$ cat src/sv/bbsf_pkg.sv
// Shared types, constants and helpers for the bounded byte stream FIFO.
// No dependencies; every other file of the block uses this package.
package bbsf_pkg;

  localparam int unsigned DEPTH   = 4096;
  localparam int unsigned MAX_RUN = 64;
  localparam int unsigned PTR_W   = $clog2(DEPTH);
  localparam int unsigned RUN_W   = $clog2(MAX_RUN + 1);
  localparam int unsigned CNT_W   = 13;
  localparam int unsigned LEN_W   = 7;
  localparam int unsigned TOT_W   = 64;

  typedef enum logic [1:0] {
    REQ_WRITE = 2'd0,
    REQ_READ  = 2'd1,
    REQ_PEEK  = 2'd2,
    REQ_END   = 2'd3
  } req_e;

  typedef enum logic [2:0] {
    OP_NONE,
    OP_WRITE,
    OP_END,
    OP_EMPTY,
    OP_FIRST,
    OP_NEXT
  } op_e;

  typedef enum logic {
    ST_IDLE,
    ST_RUN
  } state_e;

  typedef struct packed {
    op_e  op;
    logic pop;
    logic last;
  } cmd_t;

  typedef struct packed {
    logic can_load;
    logic n_zero;
    logic n_one;
    logic rem_one;
  } stat_t;

  function automatic logic [PTR_W-1:0] next_ptr(input logic [PTR_W-1:0] p);
    next_ptr = (p == PTR_W'(DEPTH - 1)) ? '0 : p + PTR_W'(1);
  endfunction

endpackage

$ cat src/sv/bbsf_ctrl.sv
// Request sequencer: decodes requests and steps read and peek runs.
// Depends on bbsf_pkg; drives commands into bbsf_dp and reads its status.
module bbsf_ctrl (
  input  logic              clk_i,
  input  logic              rst_ni,
  input  logic              req_valid_i,
  input  logic [1:0]        req_type_i,
  output logic              req_ready_o,
  input  bbsf_pkg::stat_t   stat_i,
  output bbsf_pkg::cmd_t    cmd_o
);
  import bbsf_pkg::*;

  state_e state_q, state_d;
  logic   pop_q, pop_d;
  req_e   req;

  assign req = req_e'(req_type_i);

  always_ff @(posedge clk_i or negedge rst_ni) begin
    if (!rst_ni) begin
      state_q <= ST_IDLE;
      pop_q   <= 1'b0;
    end else begin
      state_q <= state_d;
      pop_q   <= pop_d;
    end
  end

  always_comb begin
    state_d     = state_q;
    pop_d       = pop_q;
    req_ready_o = 1'b0;
    cmd_o.op    = OP_NONE;
    cmd_o.pop   = 1'b0;
    cmd_o.last  = 1'b1;
    case (state_q)
      ST_IDLE: begin
        req_ready_o = stat_i.can_load;
        if (req_valid_i && stat_i.can_load) begin
          case (req)
            REQ_WRITE: cmd_o.op = OP_WRITE;
            REQ_END:   cmd_o.op = OP_END;
            REQ_READ, REQ_PEEK: begin
              if (stat_i.n_zero) begin
                cmd_o.op = OP_EMPTY;
              end else begin
                cmd_o.op   = OP_FIRST;
                cmd_o.pop  = (req == REQ_READ);
                cmd_o.last = stat_i.n_one;
                pop_d      = (req == REQ_READ);
                if (!stat_i.n_one) begin
                  state_d = ST_RUN;
                end
              end
            end
            default: cmd_o.op = OP_NONE;
          endcase
        end
      end
      ST_RUN: begin
        if (stat_i.can_load) begin
          cmd_o.op   = OP_NEXT;
          cmd_o.pop  = pop_q;
          cmd_o.last = stat_i.rem_one;
          if (stat_i.rem_one) begin
            state_d = ST_IDLE;
          end
        end
      end
      default: state_d = ST_IDLE;
    endcase
  end

endmodule

$ cat config.mk
export PLATFORM = sky130hd
export DESIGN_NAME = bbsf_ctrl
export DESIGN_NICKNAME = d
export VERILOG_FILES = /design/src/sv/bbsf_pkg.sv /design/src/sv/bbsf_ctrl.sv
export SDC_FILE = /design/constraint.sdc
export NUM_CORES = 1
export LEC_CHECK = 0
export BUFFER_PORTS_ARGS = -buffer_cell sky130_fd_sc_hd__buf_2
export CELL_PAD_IN_SITES_DETAIL_PLACEMENT = 1
export CELL_PAD_IN_SITES_GLOBAL_PLACEMENT = 2
export CORE_AREA = 2 2 39 41
export CTS_CLUSTER_DIAMETER = 50
export CTS_CLUSTER_SIZE = 8
export DETAILED_ROUTE_END_ITERATION = 7
export DIE_AREA = 0 0 41 43
export GPL_TIMING_DRIVEN = 1
export PLACE_DENSITY = 0.63
export SLEW_MARGIN = 15
export SYNTH_ARGS = -nofsm -noshare
export SYNTH_HDL_FRONTEND = slang
export SYNTH_SLANG_ARGS = --single-unit
$ cat constraint.sdc
create_clock -name clk_i -period 5.1 [get_ports clk_i]
set_clock_uncertainty 0.2 [all_clocks]
set_input_delay 0.255 -clock clk_i [delete_from_list [all_inputs] [get_ports clk_i]]
set_output_delay 0.255 -clock clk_i [all_outputs]
set_load 0.01 [all_outputs]
==> results by group <==
Status
  – Outcome: completed

Cells and area
  – Storage cell area: approximately 50 µm²
  – Area Overhead vs Synth: 54.4%
  – Post-Layout Cell Count: 60
  – Commonest cells after routing, fill and taps aside: buf_2, nand2_1, ha_1, clkbuf_4
  – Final core occ: about a quarter
  – Nets: 58
  – N_diodes: 0
  – Multi-input gate area: approximately 170 µm²
  – Final Cell Area: approximately 350 µm²
  – Layout cells sized above 1: 50.0%
  – Commonest non-fill, non-tap cell in the layout: buf_2
  – FILL cells: 162

Setup path
  – Max incr delay on CP: about 0.43 ns
  – Worst EP required: approximately 4.6 ns
  – CP arrival: ~1.6 ns
  – Worst setup path class: flop to output port
  – Slowest-stage cell, CP: dfrtp_1
  – Crit path max fanout: 7
  – Crit start category: flop
  – Reg2reg setup slack: 3.44 ns
  – Critical Path End Type: output port
  – Crit-path cells: nand3b_1 -> or3b_4 -> o22a_2 -> buf_2
  – Worst Setup SP: state_q
  – Crit path to: cmd_o[0]
  – Reg-to-reg startpoint: state_q
  – Worst reg-to-reg path cell count: 3
  – Reg-to-reg endpoint: pop_q

Global routing
  – Initial antenna violation count: 0
  – Gr busiest metal: met2
  – Met2 layer usage reported by global route: approximately 13%
  – M1 GR Usage: 11.2%
  – First-pass GRT wire length: about 1100 µm
  – Largest net degree at the start of global routing: 8
  – Met3 Use GR: 5.24%
  – Tot GR Track Use: under 10%
  – Vias in the first global route: between 200 and 300
  – Global route overflow: 0

Detailed routing
  – Drt pass-1 iters: 2
  – DRT iter0 DRCs: 2
  – Total Wirelength: ~640 µm
  – Wire length per cell: 10.6 µm
  – Vias/cell: around 4.2
  – Post-route ant nets: 0
  – Detailed-route DRC error count: 0
  – Via count: between 200 and 300

Floorplanning
  – # IOs: 15
  – FP Rows: 14
  – Die area: 1760 µm²
  – Die height: ~43 µm
  – DIE WIDTH: 41 µm
  – Core ar.: between 1000 and 1500 µm²
  – Initial Utilization: between 10% and 20%

Hold path
  – Worst Hold Class: input port to flop

Logic synthesis
  – Synthesized Nets: 38
  – Sequential share of the synthesized area: about 22%
  – Number of distinct library cells after synthesis: 17
  – #FFs+latches synth: 2
  – Synthesized area: 225 µm²
  – Syn_area_per_cell: 8.66 µm²
  – Synth warn: 0
  – Post-synthesis instance total: 26

Clock network
  – CTS Root Cell: clkbuf_4
  – Clk_lat worst skew: ~0.23 ns
  – Sinks on Clock Net: 2
  – CTS buffer count: 3
  – CTS tree: done
  – Htree depth: 1
  – Post-CTS Setup Inserts: 0
  – Clk pin slew, worst setup/hold paths: 0.03 ns
  – CTS Buffer Depth: 2

Power
  – P per Cell Area: 224 nW/µm²
  – Lkg Pwr: about 0.19 nW
  – Maximum VDD drop: approximately 0.11 mV
  – Tot Pwr: ~80 µW

Timing
  – Final setup viols: 0
  – Fin Hold WS: ~0.045 ns
  – Max Clock Freq: roughly 480 MHz
  – Fin crit period: 2.07 ns
  – RSZ-0062 raised after global routing: no
  – Final cycle utilization of the critical path: between 40% and 50%
  – Final WS setup: 3.03 ns
  – Max Slew Vio Count: 0
  – Worst Max-Slew Pin Slew: ~0.2 ns
  – Post-Route Setup TNS: 0 ns
  – Hold Vio Cnt, Final: 0
  – Max_slew headroom: 86.6%

Place
  – Placed cell count: 56
  – Post-DP Area: roughly 320 µm²
  – Port buffer count: 14
  – Routability Congestion: between 0.6 and 0.7
  – Worst Setup Slack post-DPL: 3.14 ns
  – DP Wirelength: 494 µm

Flow run
  – Maxcap violations: 0
## layout make-up
type / count / area share (%)
clock buffer: 3 / 6.47
inverter: 2 / 2.16
multi-input combinational: 22 / 48.2
sequential: 2 / 14.4
tap: 16 / 5.76
timing repair buffer: 15 / 23.0
## Yosys cell counts
cell      number  share of area, %
o21a_1         1               3.3
and4bb_2       1               5.6
and2b_1        1               3.3
dfrtp_1        2                22
ha_1           3                17
inv_1          2               3.3
o22a_2         1               4.4
nand3b_1       1               3.3
nor2b_1        1               2.8
mux2_4         1               6.7
a21boi_0       1               3.3
o21ai_0        1               2.2
nand2_1        5               8.3
nor3_1         1               2.2
or3b_4         1               5.0
a21oi_1        2               4.4
or2_2          1               2.8
## state kept, by name, indices dropped and copies added, names as in the netlist
| signal | flops |
|---|---|
| pop_q | 1 |
| state_q | 1 |
## power by group
part / switching [mW] / leakage [nW] / internal (mW)
Combinational: 0.00991 / 0.148 / 0.0123
Sequential: 0.00201 / 0.0265 / 0.0183
Clock: 0.00938 / 0.0138 / 0.0260
## logic make-up after synthesis
group	after synthesis	share of synthesized area, %
AND/OR/NAND/NOR	12	33.3
AO/OA/AOI/OAI	6	17.8
adder cells (fa/ha/maj)	3	16.7
buffers and inverters	2	3.33
flip-flops	2	22.2
multiplexers	1	6.66
## timing repair
item,in CTS,in global routing
hold buffers,1,0
hold endpoints to repair,2,0
gates resized for setup,0,0
## worst max-delay path: cells and delay by family (launching register included)
kind	cells	cell delay, ns
simple gates	2	0.61
flops	1	0.43
compound gates	1	0.23
buf+inv	1	0.13
## layer usage
layer	up-vias	wire [µm]	share of wire (%)
met2	15	275	43
met3	0	77	12
met4	0	0	0
met5	-	0	0
li1	127	-	-
met1	108	284	45
## worst min-delay path by stage
stage               startpoint  endpoint  slack [ns]  depth (start not counted)
CTS                  stat_i[1]   state_q        0.04                          2
global placement        rst_ni   state_q       -0.16                          1
floorplan               rst_ni     pop_q       -0.24                          0
detailed placement      rst_ni   state_q       -0.16                          1
finish               stat_i[1]   state_q        0.05                          2
global route         stat_i[1]   state_q        0.07                          2
Note: power is estimated with default switching activity, not from simulation.
